### config.mk
export PLATFORM = sky130hd
export DESIGN_NAME = ttf_ctrl
export DESIGN_NICKNAME = d
export VERILOG_FILES = /design/src/rtl/core/ttf_pkg.sv /design/src/rtl/core/ttf_ctrl.sv
export SDC_FILE = /design/constraint.sdc
export NUM_CORES = 1
export LEC_CHECK = 0
export ABC_AREA = 0
export BUFFER_PORTS_ARGS = -buffer_cell sky130_fd_sc_hd__buf_2
export CORE_MARGIN = 2
export CORE_UTILIZATION = 56
export DETAILED_ROUTE_END_ITERATION = 16
export GPL_TIMING_DRIVEN = 0
export HOLD_SLACK_MARGIN = 0.06
export PLACE_DENSITY = 0.85
export SLEW_MARGIN = 20
export SYNTH_ARGS = -nofsm -noshare
export SYNTH_HDL_FRONTEND = slang
export SYNTH_SLANG_ARGS = --single-unit
### constraint.sdc
create_clock -name clk -period 3.55 [get_ports clk]
set_clock_uncertainty 0.05 [all_clocks]
set_input_delay 0.5325 -clock clk [delete_from_list [all_inputs] [get_ports clk]]
set_output_delay 0.5325 -clock clk [all_outputs]
set_load 0.1 [all_outputs]
### src/rtl/core/ttf_pkg.sv
`timescale 1ns / 1ps
// Shared types, constants and controller codes for the triangle tangent frame block.
package ttf_pkg;

  localparam int COORD_WIDTH_DEF = 16;
  localparam int OUT_WIDTH_DEF   = 16;

  // Shared multiplier operand width and the width of products and sums.
  localparam int MUL_W = 32;
  localparam int ACC_W = 64;

  // Multiplier step indexes: fourteen cross products, then three squares.
  localparam logic [4:0] MI_LAST_CROSS = 5'd13;
  localparam logic [4:0] MI_SQ_FIRST   = 5'd14;
  localparam logic [3:0] MUL_DRAIN     = 4'd14;

  localparam logic [1:0] PHASE_FIRST  = 2'd0;
  localparam logic [1:0] PHASE_SECOND = 2'd1;
  localparam logic [1:0] PHASE_THIRD  = 2'd2;

  typedef enum logic [3:0] {
    S_IDLE,
    S_MUL,
    S_SIGN,
    S_NLOAD,
    S_NSHIFT,
    S_SQ,
    S_SQRT,
    S_DIV,
    S_DONE
  } state_t;

  typedef struct packed {
    logic       store0;
    logic       store1;
    logic       load_delta;
    logic       mul_go;
    logic [4:0] mul_idx;
    logic       sign_fix;
    logic       vec_sel;
    logic       norm_load;
    logic       norm_shift;
    logic       sqrt_init;
    logic       sqrt_step;
    logic [4:0] sqrt_j;
    logic [1:0] comp;
    logic       div_init;
    logic       div_step;
    logic [5:0] div_k;
    logic       div_store;
  } cmd_t;

  typedef struct packed {
    logic deg;
    logic norm_done;
  } sts_t;

endpackage

### src/rtl/core/ttf_ctrl.sv
`timescale 1ns / 1ps
// Controller state machine: vertex phase, step sequencing and result handshake.
module ttf_ctrl #(
  parameter int OUT_WIDTH = ttf_pkg::OUT_WIDTH_DEF
) (
  input  logic          clk,
  input  logic          rst_n,
  input  logic          in_valid,
  output logic          in_ready,
  output logic          out_valid,
  input  logic          out_ready,
  input  ttf_pkg::sts_t sts,
  output ttf_pkg::cmd_t cmd
);

  localparam logic [5:0] DIV_END = 6'(OUT_WIDTH + 1);
  // A divider step at count c tries the root shifted left by OUT_WIDTH - c.
  localparam logic [5:0] DIV_TOP = 6'(OUT_WIDTH);

  ttf_pkg::state_t state_r, state_nxt;
  logic [1:0] phase_r, phase_nxt;
  logic [5:0] cnt_r, cnt_nxt;
  logic       vec_r, vec_nxt;
  logic [1:0] comp_r, comp_nxt;
  logic       out_valid_r, out_valid_nxt;
  logic       in_acc;

  assign in_ready  = (state_r == ttf_pkg::S_IDLE) &&
                     ((phase_r != ttf_pkg::PHASE_THIRD) || !out_valid_r);
  assign in_acc    = in_valid && in_ready;
  assign out_valid = out_valid_r;

  always_ff @(posedge clk) begin
    if (!rst_n) begin
      state_r     <= ttf_pkg::S_IDLE;
      phase_r     <= ttf_pkg::PHASE_FIRST;
      cnt_r       <= '0;
      vec_r       <= 1'b0;
      comp_r      <= '0;
      out_valid_r <= 1'b0;
    end else begin
      state_r     <= state_nxt;
      phase_r     <= phase_nxt;
      cnt_r       <= cnt_nxt;
      vec_r       <= vec_nxt;
      comp_r      <= comp_nxt;
      out_valid_r <= out_valid_nxt;
    end
  end

  always_comb begin
    state_nxt     = state_r;
    phase_nxt     = phase_r;
    cnt_nxt       = cnt_r;
    vec_nxt       = vec_r;
    comp_nxt      = comp_r;
    out_valid_nxt = out_valid_r && !out_ready;
    cmd           = '0;
    cmd.vec_sel   = vec_r;
    cmd.comp      = comp_r;
    cmd.mul_idx   = cnt_r[4:0];
    cmd.sqrt_j    = ~cnt_r[4:0];
    cmd.div_k     = DIV_TOP - cnt_r;

    case (state_r)
      ttf_pkg::S_IDLE: begin
        if (in_acc) begin
          case (phase_r)
            ttf_pkg::PHASE_FIRST: begin
              cmd.store0 = 1'b1;
              phase_nxt  = ttf_pkg::PHASE_SECOND;
            end
            ttf_pkg::PHASE_SECOND: begin
              cmd.store1 = 1'b1;
              phase_nxt  = ttf_pkg::PHASE_THIRD;
            end
            default: begin
              cmd.load_delta = 1'b1;
              phase_nxt      = ttf_pkg::PHASE_FIRST;
              state_nxt      = ttf_pkg::S_MUL;
              cnt_nxt        = '0;
            end
          endcase
        end
      end
      ttf_pkg::S_MUL: begin
        // The last count only lets the final product reach the accumulator.
        if (cnt_r[3:0] == ttf_pkg::MUL_DRAIN) begin
          state_nxt = ttf_pkg::S_SIGN;
        end else begin
          cmd.mul_go = 1'b1;
          cnt_nxt    = cnt_r + 6'd1;
        end
      end
      ttf_pkg::S_SIGN: begin
        cmd.sign_fix = 1'b1;
        vec_nxt      = 1'b0;
        state_nxt    = sts.deg ? ttf_pkg::S_DONE : ttf_pkg::S_NLOAD;
      end
      ttf_pkg::S_NLOAD: begin
        cmd.norm_load = 1'b1;
        state_nxt     = ttf_pkg::S_NSHIFT;
      end
      ttf_pkg::S_NSHIFT: begin
        if (sts.norm_done) begin
          state_nxt = ttf_pkg::S_SQ;
          cnt_nxt   = '0;
        end else begin
          cmd.norm_shift = 1'b1;
        end
      end
      ttf_pkg::S_SQ: begin
        cmd.mul_idx = ttf_pkg::MI_SQ_FIRST + cnt_r[4:0];
        if (cnt_r < 6'd3) begin
          cmd.mul_go = 1'b1;
          cnt_nxt    = cnt_r + 6'd1;
        end else if (cnt_r == 6'd3) begin
          cnt_nxt = cnt_r + 6'd1;
        end else begin
          cmd.sqrt_init = 1'b1;
          state_nxt     = ttf_pkg::S_SQRT;
          cnt_nxt       = '0;
        end
      end
      ttf_pkg::S_SQRT: begin
        cmd.sqrt_step = 1'b1;
        if (cnt_r == 6'd31) begin
          state_nxt = ttf_pkg::S_DIV;
          cnt_nxt   = '0;
          comp_nxt  = '0;
        end else begin
          cnt_nxt = cnt_r + 6'd1;
        end
      end
      ttf_pkg::S_DIV: begin
        if (cnt_r == 6'd0) begin
          cmd.div_init = 1'b1;
          cnt_nxt      = cnt_r + 6'd1;
        end else if (cnt_r != DIV_END) begin
          cmd.div_step = 1'b1;
          cnt_nxt      = cnt_r + 6'd1;
        end else begin
          cmd.div_store = 1'b1;
          cnt_nxt       = '0;
          if (comp_r == 2'd2) begin
            if (vec_r) begin
              state_nxt = ttf_pkg::S_DONE;
            end else begin
              vec_nxt   = 1'b1;
              state_nxt = ttf_pkg::S_NLOAD;
            end
          end else begin
            comp_nxt = comp_r + 2'd1;
          end
        end
      end
      ttf_pkg::S_DONE: begin
        out_valid_nxt = 1'b1;
        state_nxt     = ttf_pkg::S_IDLE;
      end
      default: begin
        state_nxt = ttf_pkg::S_IDLE;
      end
    endcase
  end

  a_phase_range: assert property (@(posedge clk) disable iff (!rst_n)
    phase_r != 2'd3)
    else $error("vertex phase left its range");

  a_third_starts: assert property (@(posedge clk) disable iff (!rst_n)
    (in_acc && phase_r == ttf_pkg::PHASE_THIRD) |=> state_r == ttf_pkg::S_MUL)
    else $error("third vertex did not start the computation");

  a_done_valid: assert property (@(posedge clk) disable iff (!rst_n)
    state_r == ttf_pkg::S_DONE |=> out_valid_r)
    else $error("finished frame not presented");

  a_deg_skip: assert property (@(posedge clk) disable iff (!rst_n)
    (state_r == ttf_pkg::S_SIGN && sts.deg) |=> state_r == ttf_pkg::S_DONE)
    else $error("degenerate triangle went on to normalization");

endmodule

* Yosys cells after proc, flatten, opt, wreduce, memory -nomap -nowiden *
Index checks and enable logic that the tools add are counted.

word-level totals
  flip-flop bits (word level) = 16
  input port bits = 6
  logic and storage cells = 115

operators by class
  add/subtract/negate cells = 4
  order comparisons = 1
  equal/unequal tests = 27
  multiplexer cells = 58
  bitwise operators = 1
  reduce and logical (&&, ||, !) cells = 18

operator list
  cell                                                    count
  two-way mux 6 bit                                       9
  two-way mux 4 bit                                       12
  one-hot mux 6 bit (6 select lines)                      1
  one-hot mux 4 bit (8 select lines)                      1
  inequality test 2 bit (second input constant)           13
  two-way mux 1 bit                                       23
  == test 4 x 3 -> 1 bit (second input constant)          4
  two-way mux 2 bit                                       5
  AND reduction 10 bit                                    1
  AND reduction 5 bit                                     2
  == test 4 x 2 -> 1 bit (second input constant)          2
  == test 4 bit (second input constant)                   2
  one-hot mux 2 bit (2 select lines)                      2
  adder 6 x 1 -> 6 bit (second input constant)            1
  == test 6 x 2 -> 1 bit (second input constant)          1
  == test 6 x 5 -> 1 bit (second input constant)          1
  logical NOT 6 bit                                       1
  < comparator 6 x 2 -> 1 bit (second input constant)     1
  two-way mux 3 bit                                       2
  inequality test 6 x 5 -> 1 bit (second input constant)  1
  nonzero test 6 bit                                      1
  subtractor 5 x 6 -> 6 bit (first input constant)        1
  adder 4 x 5 -> 5 bit (first input constant)             1
  two-way mux 5 bit                                       1
  15 further kinds                                        20

* Logic depth before layout (Yosys ltp) *
Gate-level depths: netlist of run 1.

  depth in word-level cells = 6
  mapped depth = 7
  mapped depth without buffers = 7

* Worst setup path after synthesis of run 1 *
No wires, ideal clock.

  path type = reg-to-reg
  start = register cnt_r[0]
  end = register cnt_r[5]
  library setup time = 0.057 ns
  data arrival time = 4.250 ns
  path slack = -0.808 ns
  stages on the path, launching flop included = 7
  path buffers = 0
  cells stage by stage = dfxtp_1 > inv_1 > ha_1 > a221oi_1 > a211o_1 > a32o_1 > a21o_1

between the ends
  cells in the longest elaborated chain, start to end = 4
  elaborated cells on any way between the ends = 16
  classes of those cells = add/sub: 1; order compare: 1; eq/ne: 5; mux: 7; reduce/logical: 2

ends and longest elaborated chain
  what                                                RTL line                          source
  start, declared                                     ttf_ctrl.sv:22                    logic [5:0] cnt_r, cnt_nxt;
  start signal, assigned                              ttf_ctrl.sv:44                    cnt_r <= cnt_nxt;
  adder 6 x 1 -> 6 bit, or another cell as far along  --
  two-way mux 6 bit (on tied branches)                ttf_ctrl.sv:139, ttf_ctrl.sv:117
  two-way mux 6 bit (on tied branches)                ttf_ctrl.sv:136, ttf_ctrl.sv:114
  one-hot mux 6 bit (6 select lines)                  ttf_ctrl.sv:65                    case (state_r)

Several ways; a longest one is shown, not always the timed one. The select of a mux whose other input is x is not followed.
A chain may end at the register's enable or synchronous reset.

==> summary.md, run 1 <==
| Metric | Value |
|---|---|
| CTS resizes | `0` |
| Final Cycle Share | `a little over four fifths` |
| I/O Buffers | `38` |
| Layout Cells excl Fill | `roughly 250` |
| CTS tree | `built` |
| Final WL | `around 3.7 mm` |
| Chip width | `54.2 microns` |
| Fmax achieved | `approximately 340 MHz` |
| Mapped Avg Cell Area | `7.75 sq um` |
| Setup crit start kind | `flop` |
| Area Overhead vs Synth | `22.4%` |
| Highest-count cells in the layout ignoring fill and taps | `buf_2 (41), nand2_1 (18), dfxtp_1 (16), inv_1 (13), nor2_1 (9)` |
| Postcts setup bufs | `0` |
| Row cnt | `18` |
| GR Overflow Total | `0` |
| Placed cells | `250` |
| Vias/cell | `5.93` |
| CTS Hold Bufs | `0` |
| Yosys Warn Count | `0` |
| Cts bufs inserted | `3` |
| Synth Net Count | `196` |
| Post-route worst setup slack | `0.571 ns` |
| Critical path class | `reg -> out` |
| Clk Latency, worst-skew pair | `roughly 0.30 ns` |
| Measured slew at the worst slew-check pin | `approximately 0.69 ns` |
| Top cell type's share of synthesized area | `between 20 and 25%` |
| Residual DRC | `0` |
| Pleak | `between 0.7 and 0.8 nW` |
| Core footprint | `2430 sq um` |
| Setup Slack @ Placement | `0.910 ns` |
| Worst Path Arrival | `2.40 ns` |
| 1st-iter DRT viols | `48` |
| Register area share after synthesis | `22.7%` |
| Cell Area, Placed | `1690 sq um` |
| Die Y | `54.2 microns` |
| First-pass DRT Iterations | `4` |
| Top cells by area, synth | `dfxtp_1 (23%), ha_1 (7.1%), xnor2_1 (5.0%), nand2_1 (4.8%), inv_1 (3.5%)` |
| Routed Antenna Nets | `0` |
| Largest net degree at the start of global routing | `11` |
| Asr flop ratio synth | `0%` |
| H-tree levels | `1` |
| Final Max Tran Viols | `0` |
| I/O pin cnt | `39` |
| Worst Hold Class | `reg -> reg` |
| Netlist cell types | `47` |
| Flops & latches, synth | `16` |
| Via count | `1506` |
| Most common cell after layout, fill and taps aside | `buf_2` |
| Die area | `2940 sq um` |
| CP cell instances | `clkbuf_1, or4_1, a211o_1, nor3b_2, buf_2` |
| Min Tclk post-route | `around 3.0 ns` |
| Ys flop type | `dfxtp_1` |
| First-pass GRT wire length | `5.87 mm` |
| Max incr delay on CP | `between 0.5 and 0.6 ns` |
| Max-Cap Viols | `0` |
| Synthesized area | `1410 sq um` |
| Pwr Density | `about 430 nW/um^2` |
| Core Util, Final | `70.9%` |
| Global placer's final weighted congestion | `~0.92` |
| Antenna Cells | `0` |
| Final #Nets | `239` |
| Gr usage total | `27.5%` |
| Yosys top cell by area | `dfxtp_1` |
| Clk sinks | `16` |
| Routed wire per std cell | `around 15 microns` |
| Final Hold Vio Count | `0` |
| Post-route cell area | `1730 sq um` |
| Peak VDD IR | `0.000326 V` |
| HPWL after DPL | `2.77 mm` |
| Clk buf depth | `2` |
| Slowest CP cell | `or4_1` |
| Status | `complete, no violations` |
| Starting Density | `just under 60%` |
| CP Capture Type | `output port` |
| Initial antenna violation count | `0` |
| Clock transition at the registers of the reported paths | `0.10 ns` |
| RSZ-0062 raised after global routing | `no` |
| CP Data Required Time | `2.97 ns` |
| Layout cell share with drive strength beyond 1 | `just under 30%` |
| Vias in the first global route | `1307` |
| Post-synth EDFFs | `0` |
| Root Buffer Master | `clkbuf_4` |
| CP Max Fanout | `9` |
| Final setup fails | `0` |
| Post-Syn Instances | `around 180` |
| Worst slew margin | `53.6%` |
## critical path, delay by kind of cell (launching register included)
kind            cells  cell delay (ns)
flops               1             0.31
simple gates        2             0.78
buf+inv             2             0.63
compound gates      1             0.36
## cell usage after synthesis, types with 3 or more instances
library cell  number
o22ai_1            5
nor2b_1            6
a211o_1            3
nand2_1           18
or3_1              3
dfxtp_1           16
xnor2_1            8
nand3_1            3
and3_1             3
buf_4              4
nor3_1             8
nand4_1            3
a21o_1             4
clkbuf_1           3
inv_1             13
nor2_1             9
o21ai_0            5
ha_1               8
o21a_1             4
a21oi_1            9
nor4_1             4
nand2b_1           5
buf_2              3
a31oi_1            5
## cells by family (layout without fill, tap and decap cells)
family / Yosys count / in the layout / share of synthesized area (%)
XOR/XNOR: 8 / 8 / 4.97
buffers and inverters: 27 / 69 / 9.58
AND/OR/NAND/NOR: 74 / 74 / 30.3
flip-flops: 16 / 16 / 22.7
adder cells (fa/ha/maj): 8 / 8 / 7.10
AO/OA/AOI/OAI: 49 / 49 / 25.3
## worst paths after layout
| kind | slack, ns | cells after the start | from | to |
|---|---|---|---|---|
| worst max-delay path | 0.57 | 5 | state_r[0] | cmd[29] |
| worst min-delay path | 0.42 | 2 | comp_r[1] | comp_r[1] |
| worst max register to register | 1.37 | 6 | cnt_r[0] | cnt_r[5] |
| worst min register to register | 0.42 | 2 | comp_r[1] | comp_r[1] |
## routing by layer
metal,track usage [%],wire length [microns],vias to the layer above
met5,0,0,-
li1,-,-,743
met1,36.0,1640,709
met2,45.6,1810,49
met3,4.44,199,5
met4,8.75,42,0
## through the flow
step	power, mW	hold WS [ns]	setup TNS (ns)
floorplan	0.556	0.457	-0.00272
global placement	0.610	0.405	0
detailed placement	0.619	0.413	0
CTS	0.747	0.428	0
global route	0.785	0.458	0
finish	0.747	0.424	0
## registers in the layout (all words and copies together), names as in the netlist
name / cells
comp_r: 2
out_valid: 1
state_r: 4
vec_r: 1
cnt_r: 6
phase_r: 2
## final cells by class
class	count	area, sq um
Sequential cell	16	320
Timing Repair Buffer	38	190
Fill cell	202	707
Buffer	14	86.3
Multi-Input combinational cell	139	1010
Tap cell	30	37.5
Inverter	13	48.8
Clock buffer	4	36.3
## power by group
group | switching [mW] | internal (mW) | total, mW
clock network | 0.0649 | 0.0626 | 0.128
registers | 0.0137 | 0.191 | 0.205
logic | 0.317 | 0.0968 | 0.414
total | 0.396 | 0.351 | 0.747
Power figures use the tool's default switching activity.
==> inputs of run 2 (changes only) <==
--- a/config.mk
+++ b/config.mk
@@ -5,14 +5,14 @@
 export SDC_FILE = /design/constraint.sdc
 export NUM_CORES = 1
 export LEC_CHECK = 0
-export ABC_AREA = 0
+export ABC_AREA = 1
 export BUFFER_PORTS_ARGS = -buffer_cell sky130_fd_sc_hd__buf_2
 export CORE_MARGIN = 2
-export CORE_UTILIZATION = 56
+export CORE_UTILIZATION = 47
 export DETAILED_ROUTE_END_ITERATION = 16
 export GPL_TIMING_DRIVEN = 0
 export HOLD_SLACK_MARGIN = 0.06
-export PLACE_DENSITY = 0.85
+export PLACE_DENSITY = 0.76
 export SLEW_MARGIN = 20
 export SYNTH_ARGS = -nofsm -noshare
 export SYNTH_HDL_FRONTEND = slang
==> constraint.sdc (replaced) <==
create_clock -name clk -period 2.45 [get_ports clk]
set_clock_uncertainty 0.05 [all_clocks]
set_input_delay 0.3675 -clock clk [delete_from_list [all_inputs] [get_ports clk]]
set_output_delay 0.3675 -clock clk [all_outputs]
set_load 0.1 [all_outputs]
==> run 2 against run 1 <==
  * Sequential share of layout area down 1.5 points
  * Total power up 130%
  * Flip-flop and latch count unchanged
  * Setup slack worse by 0.49 ns
  * Synthesized cell count up 18%
  * Count of clock-buffer cells in the layout unchanged
  * Critical path depth unchanged
  * Final area up 11%
  * Worst hold slack worse by 0.15 ns
  * Register-to-register slack worse by 0.77 ns
  * Cell count up 14%
  * Combinational power rose to 2.9 times the previous value
==> summary.md, run 2 <==
| Metric | Value |
|---|---|
| Routed wire per std cell | `11.9 microns (-18%)` |
| Max reg flops | `6 (unchanged)` |
| Synth Net Count | `228 (+16%)` |
| Critical path class | `reg -> out` |
| Combinational fraction of design power | `69.4% (+14 points)` |
| Hold Slack | `0.269 ns (-0.155 ns)` |
| Die area | `3330 sq um (+13%)` |
| Yosys top cell by area | `dfxtp_1` |
| HPWL after DPL | `2.71 mm (-2.1%)` |
| Clk buf depth | `2 (unchanged)` |
| Yosys Warn Count | `0 (unchanged)` |
| Area Overhead vs Synth | `41.6%` |
| Area of the multi-input gates | `1110 sq um (+10%)` |
| Fill cells | `256 (+27%)` |
| Final Cycle Share | `96.6%` |
| Die Y | `57.7 microns (+6.4%)` |
| Top cells by area, synth | `dfxtp_1 (24%), nand2_1 (13%), inv_1 (8.6%), ha_1 (7.4%), nand3_1 (7.4%)` |
| Most common cell after layout, fill and taps aside | `nand2_1` |
| Gr usage total | `21.2% (-6.2 points)` |
| Wire length on met2 | `1.67 mm (-7.6%)` |
| Starting Density | `49.1% (-8.9 points)` |
| Asr flop ratio synth | `0% (unchanged)` |
| CP Capture Type | `output port` |
| Worst slew margin | `67.6% (+14 points)` |
| CP Data Required Time | `2.03 ns (-0.94 ns)` |
| Max-Cap Viols | `0 (unchanged)` |
| Vias/cell | `5.02 (-15%)` |
| First-pass DRT Iterations | `4 (unchanged)` |
| Final Hold Vio Count | `0 (unchanged)` |
| Antenna Cells | `0 (unchanged)` |
| Post-synthesis mux area share | `0% (unchanged)` |
| Fmax achieved | `423 MHz` |
| R2R setup slack | `0.60 ns (-0.77 ns)` |
| CP Launch Point | `cnt_r[1]` |
| Mapped Avg Cell Area | `6.33 sq um (-18%)` |
| Final Max Tran Viols | `0 (unchanged)` |
| Clk sinks | `16 (unchanged)` |
| Pleak | `0.935 nW (+22%)` |
| Most flop-heavy register | `cnt_r` |
| Worst Path Arrival | `1.95 ns (-0.45 ns)` |
| Net Sw Frac | `61.7% (+8.7 points)` |
| Peak VDD IR | `0.000968 V (+200%)` |
| Vias in the first global route | `1287 (-1.5%)` |
| CTS tree | `built` |
| Final WL | `3.43 mm (-7.1%)` |
| Flops & latches, synth | `16 (unchanged)` |
| Synthesized area | `1350 sq um (-4.0%)` |
| Post-Syn Instances | `214 (+18%)` |
| CP Max Fanout | `6 (-3)` |
| Cts bufs inserted | `3 (unchanged)` |
| GR Overflow Total | `0 (unchanged)` |
| Worst r2r src | `cnt_r[4]` |
| HP Start | `out_ready` |
| Seq pwr share | `20.1% (-7.3 points)` |
| Final setup fails | `0 (unchanged)` |
| Min Tclk post-route | `around 2.4 ns` |
| Routed Antenna Nets | `0 (unchanged)` |
| Post-Synth Simple-Gate Area | `40.1% (+9.8 points)` |
| Largest family of logic cells by synthesized area | `simple AND/OR/NAND/NOR gates` |
| Highest-count cells in the layout ignoring fill and taps | `nand2_1 (44), buf_2 (35), inv_1 (27), nand3_1 (20), nor2_1 (19)` |
| Storage element area | `327 sq um (+2.0%)` |
| I/O Buffers | `38 (unchanged)` |
| Root Buffer Master | `clkbuf_4` |
| Initial antenna violation count | `0 (unchanged)` |
| Post-synth EDFFs | `0 (unchanged)` |
| Ys flop type | `dfxtp_1` |
| WHS Endpoint | `out_valid` |
| Status | `complete, no violations` |
| Most instantiated library cell after synthesis | `nand2_1` |
| Final #Nets | `273 (+14%)` |
| Setup crit start kind | `flop` |
| Row cnt | `19 (+1)` |
| Clk Latency, worst-skew pair | `0.29 ns (about the same)` |
| Reg2reg path depth | `9 (+3)` |
| Chip width | `57.7 microns (+6.4%)` |
| I/O pin cnt | `39 (unchanged)` |
| CTS Hold Bufs | `0 (unchanged)` |
| Top cell type's share of synthesized area | `23.7% (+0.94 points)` |
| Met1 wire length | `1.59 mm (-2.9%)` |
| Biggest regs | `cnt_r x6, state_r x4` |
| Largest net degree at the start of global routing | `10 (-1)` |
| Worst Hold Class | `in -> reg` |
| Post-synthesis xor/xnor area fraction | `5.82% (+0.85 points)` |
| Synth Area in Compound Gates | `10.7% (-15 points)` |
| Switching pwr | `1.06 mW (+170%)` |
| Global placer's final weighted congestion | `0.864 (-6.5%)` |
| Final setup TNS | `0 ns (unchanged)` |
| Top Metal Used | `met4` |
| 1st-iter DRT viols | `30 (-38%)` |
| Reg-to-Reg End | `state_r[2]` |
| H-tree levels | `1 (unchanged)` |
| WL met3 | `135 microns (-32%)` |
| Measured slew at the worst slew-check pin | `0.489 ns (-0.201 ns)` |
| Core footprint | `2760 sq um (+13%)` |
| RSZ-0062 raised after global routing | `no` |
| Layout cell share with drive strength beyond 1 | `41.1% (+12 points)` |
| Synth cell count leaders | `nand2_1 (47), inv_1 (31), nor2_1 (24), nand3_1 (20), dfxtp_1 (16)` |
| Netlist cell types | `25 (-47%)` |
| Pwr Density | `892 nW/um^2 (+110%)` |
| Post-route worst setup slack | `0.0832 ns (-0.488 ns)` |
| First-pass GRT wire length | `5.70 mm (-2.8%)` |
| Worst Hold Path Cells | `4 (+2)` |
| Post-Synth Adder-Cell Area | `7.39% (+0.30 points)` |
| Setup Slack @ Placement | `0.0173 ns (-0.893 ns)` |
| Residual DRC | `0 (unchanged)` |
| Cell internal pwr | `654 uW (+87%)` |
| Register area share after synthesis | `23.7% (+0.94 points)` |
| Clock share of power | `10.5% (-6.6 points)` |
| Via count | `1452 (-3.6%)` |
| Clock transition at the registers of the reported paths | `0.09 ns (about the same)` |
## run 2: changes by cell type after synthesis, sizes merged, moves of 5 or more
cell,before,now
nand3,3,23
nor2b,6,0
nand2,18,53
a21oi,9,15
nand2b,5,0
nor4,5,0
o22ai,5,0
xor2,0,8
xnor2,8,1
buf,11,4
nor3,10,4
nor2,9,33
inv,13,37
## run 2: critical path: stages (launching register included)
cell	delay, ns
dfxtp_2	0.45
clkinvlp_4	0.24
ha_4	0.25
nand2_1	0.15
xor2_4	0.14
buf_2	0.43
## run 2: layout make-up
cell class                      instances  share of cell area, %
Buffer                                  4                   1.76
Clock buffer                            4                   1.89
Inverter                               37                   8.03
Multi-Input combinational cell        157                   58.0
Sequential cell                        16                   17.0
Tap cell                               31                   2.02
Timing Repair Buffer                   40                   11.3
## run 2: logic make-up (layout without fill, tap and decap cells)
group | Yosys count | after routing
fa+ha+maj | 8 | 8
flops | 16 | 16
compound gates | 26 | 26
buf+inv | 41 | 85
simple gates | 114 | 114
xor+xnor | 9 | 9
## run 2: what timing repair did
item,CTS,global route
pin swaps,0,1
endpoints found under the setup margin,4,1
resized for setup,5,1
buffers inserted,0,2
hold endpoints to repair,0,0
cloned,0,0
## run 2: worst max path at each step
| stage | end | slack, ns | cells after the start |
|---|---|---|---|
| CTS | cmd[26] | 0.05 | 6 |
| floorplan | cmd[30] | -0.18 | 5 |
| global placement | cmd[26] | 0.02 | 6 |
| detailed placement | cmd[26] | 0.02 | 6 |
| finish | cmd[5] | 0.08 | 5 |
| global route | cmd[5] | 0.005 | 5 |
## run 2: routing by layer
layer | GRT usage (%) | vias up
met2 | 36.7 | 36
met3 | 2.01 | 4
li1 | - | 750
met4 | 3.99 | 0
met1 | 29.1 | 662
met5 | 0 | -
## run 2: metrics by stage
stage               area [sq um]  util (%)  cells  power [mW]
finish                      1920      69.5    289        1.71
global route                1920      69.5    289        1.81
CTS                         1900      68.8    287        1.71
detailed placement          1850      66.9    283        1.53
global placement            1850      66.9    283        1.52
floorplan                   1620         -    214        1.37
## run 2: power by group through the flow
| stage | clock, mW | sequential (mW) | combinational (mW) |
|---|---|---|---|
| global route | 0.193 | 0.351 | 1.27 |
| CTS | 0.186 | 0.345 | 1.18 |
| finish | 0.179 | 0.345 | 1.19 |
| floorplan | 0 | 0.346 | 1.03 |
| global placement | 0 | 0.350 | 1.18 |
| detailed placement | 0 | 0.350 | 1.18 |
==> inputs of run 3 (changes only) <==
--- a/config.mk
+++ b/config.mk
@@ -13,6 +13,7 @@
 export GPL_TIMING_DRIVEN = 0
 export HOLD_SLACK_MARGIN = 0.06
 export PLACE_DENSITY = 0.76
+export REMOVE_ABC_BUFFERS = 1
 export SLEW_MARGIN = 20
 export SYNTH_ARGS = -nofsm -noshare
 export SYNTH_HDL_FRONTEND = slang
==> run 3 against run 2 <==
  * Flip-flop and latch count stayed put
  * First-iteration DRC count stayed put
  * Via count is 3.2% lower
  * Global-route usage is 1.2 points lower
  * Combinational power is 9% lower
  * Worst hold slack better by 0.0091 ns
  * Critical path type unchanged
  * Critical endpoint is now cmd[26]
  * Highest routed layer unchanged
==> summary.md, run 3 (synthesis results as in run 2) <==
| Metric | Value |
|---|---|
| Layout cell share with drive strength beyond 1 | `27.9% (-13 points)` |
| Starting Density | `49.1% (unchanged)` |
| CP Data Required Time | `2.03 ns (about the same)` |
| CTS Hold Bufs | `0 (unchanged)` |
| Routed Antenna Nets | `0 (unchanged)` |
| Final Cycle Share | `94.1% (-2.5 points)` |
| Final WL | `3.12 mm (-9.0%)` |
| Final Hold Vio Count | `0 (unchanged)` |
| Cell Area, Placed | `1560 sq um (-16%)` |
| First-pass GRT wire length | `5.34 mm (-6.3%)` |
| Largest net degree at the start of global routing | `10 (unchanged)` |
| 1st-iter DRT viols | `30 (unchanged)` |
| Critical path class | `reg -> out` |
| Final setup fails | `0 (unchanged)` |
| CTS resizes | `0 (-5)` |
| Global placer's final weighted congestion | `0.855 (-1.1%)` |
| Worst Hold Path Cells | `4 (unchanged)` |
| Vias in the first global route | `1233 (-4.2%)` |
| I/O pin cnt | `39 (unchanged)` |
| Final Max Tran Viols | `0 (unchanged)` |
| RSZ-0062 raised after global routing | `no` |
| Fmax achieved | `434 MHz (+2.7%)` |
| Residual DRC | `0 (unchanged)` |
| Postcts setup bufs | `0 (unchanged)` |
| CP Capture Type | `output port` |
| Antenna Cells | `0 (unchanged)` |
| Initial antenna violation count | `0 (unchanged)` |
| Cts bufs inserted | `3 (unchanged)` |
| Total power | `1.54 mW (-9.8%)` |
| Most flop-heavy register | `cnt_r` |
| Final #Nets | `267 (-2.2%)` |
| GR Overflow Total | `0 (unchanged)` |
| Min Tclk post-route | `2.31 ns (-0.0612 ns)` |
| Via count | `1406 (-3.2%)` |
| Reg2reg path depth | `10 (+1)` |
| Worst Hold Class | `in -> reg` |
| HPWL after DPL | `2.51 mm (-7.6%)` |
| Worst slew margin | `67.8% (+0.18 points)` |
| Worst Path Arrival | `1.89 ns (-0.06 ns)` |
| Clock transition at the registers of the reported paths | `0.09 ns (about the same)` |
| Routed wire per std cell | `11.0 microns (-6.8%)` |
| Clk Latency, worst-skew pair | `0.28 ns (about the same)` |
| Most common cell after layout, fill and taps aside | `nand2_1` |
| Setup crit start kind | `flop` |
| Pwr Density | `965 nW/um^2 (+8.2%)` |
| Post-route cell area | `1600 sq um (-17%)` |
| CP Max Fanout | `7 (+1)` |
| Core footprint | `2760 sq um (unchanged)` |
| Status | `complete, no violations` |
| Gr usage total | `20.1% (-1.2 points)` |
| H-tree levels | `1 (unchanged)` |
| Row cnt | `19 (unchanged)` |
| Max reg flops | `6 (unchanged)` |
| CTS tree | `built` |
| First-pass DRT Iterations | `4 (unchanged)` |
| Clk sinks | `16 (unchanged)` |
| Pleak | `0.866 nW (-7.4%)` |
| Clk buf depth | `2 (unchanged)` |
| Vias/cell | `4.99 (-0.76%)` |
| Measured slew at the worst slew-check pin | `0.487 ns (-0.00265 ns)` |
| Max-Cap Viols | `0 (unchanged)` |
| Root Buffer Master | `clkbuf_4` |
| I/O Buffers | `38 (unchanged)` |
| Chip width | `57.7 microns (unchanged)` |
| Die area | `3330 sq um (unchanged)` |
| Highest-count cells in the layout ignoring fill and taps | `nand2_1 (47), buf_2 (32), inv_1 (31), nor2_1 (24), nand3_1 (20)` |
| Die Y | `57.7 microns (unchanged)` |
| Hold Slack | `0.279 ns (+0.00909 ns)` |
| Peak VDD IR | `0.000984 V (+1.6%)` |
| Biggest regs | `cnt_r x6, state_r x4` |
| Area Overhead vs Synth | `18.1%` |
-- run 3: where the power goes --
part	internal (mW)	total (mW)	switching, mW
sequential	0.289	0.325	0.0354
clock	0.0570	0.135	0.0778
combinational	0.223	1.08	0.861
total	0.569	1.54	0.974
-- run 3: final cells by class --
cell class	count	area, sq um
well taps	31	38.8
inverters	37	139
clock buffers	3	22.5
multi-input cells	157	867
repair buffers	38	209
fillers	287	1160
flip-flops and latches	16	323
-- run 3: per-layer routing --
metal | vias to the layer above | track usage [%] | share of wire (%)
met3 | 2 | 2.23 | 4.1
met5 | - | 0 | 0
met4 | 0 | 5.98 | 0.55
met2 | 28 | 31.0 | 46
met1 | 635 | 29.5 | 49
li1 | 741 | - | -
-- run 3: worst paths after layout --
path	start	end	slack, ns
setup / recovery	state_r[3]	cmd[26]	0.14
setup reg to reg	cnt_r[0]	state_r[0]	0.70
hold reg to reg	comp_r[1]	comp_r[1]	0.45
hold / removal	out_ready	out_valid	0.28
-- run 3: through the flow --
step                util (%)  setup WS (ns)  std cells  TNS, ns
CTS                     57.2         0.0198        282        0
finish                  58.0          0.144        282        0
global route            58.0        0.00959        282        0
global placement        56.4          0.357        279        0
floorplan                  -          -2.78        210   -45.01
detailed placement      56.4          0.340        279        0
-- run 3: critical path, stage by stage, from the launching register on --
cell	delay (ns)
dfxtp_1	0.40
inv_2	0.08
nand2_2	0.09
nor2_2	0.27
inv_1	0.13
a21oi_1	0.16
xor2_1	0.15
clkbuf_4	0.34
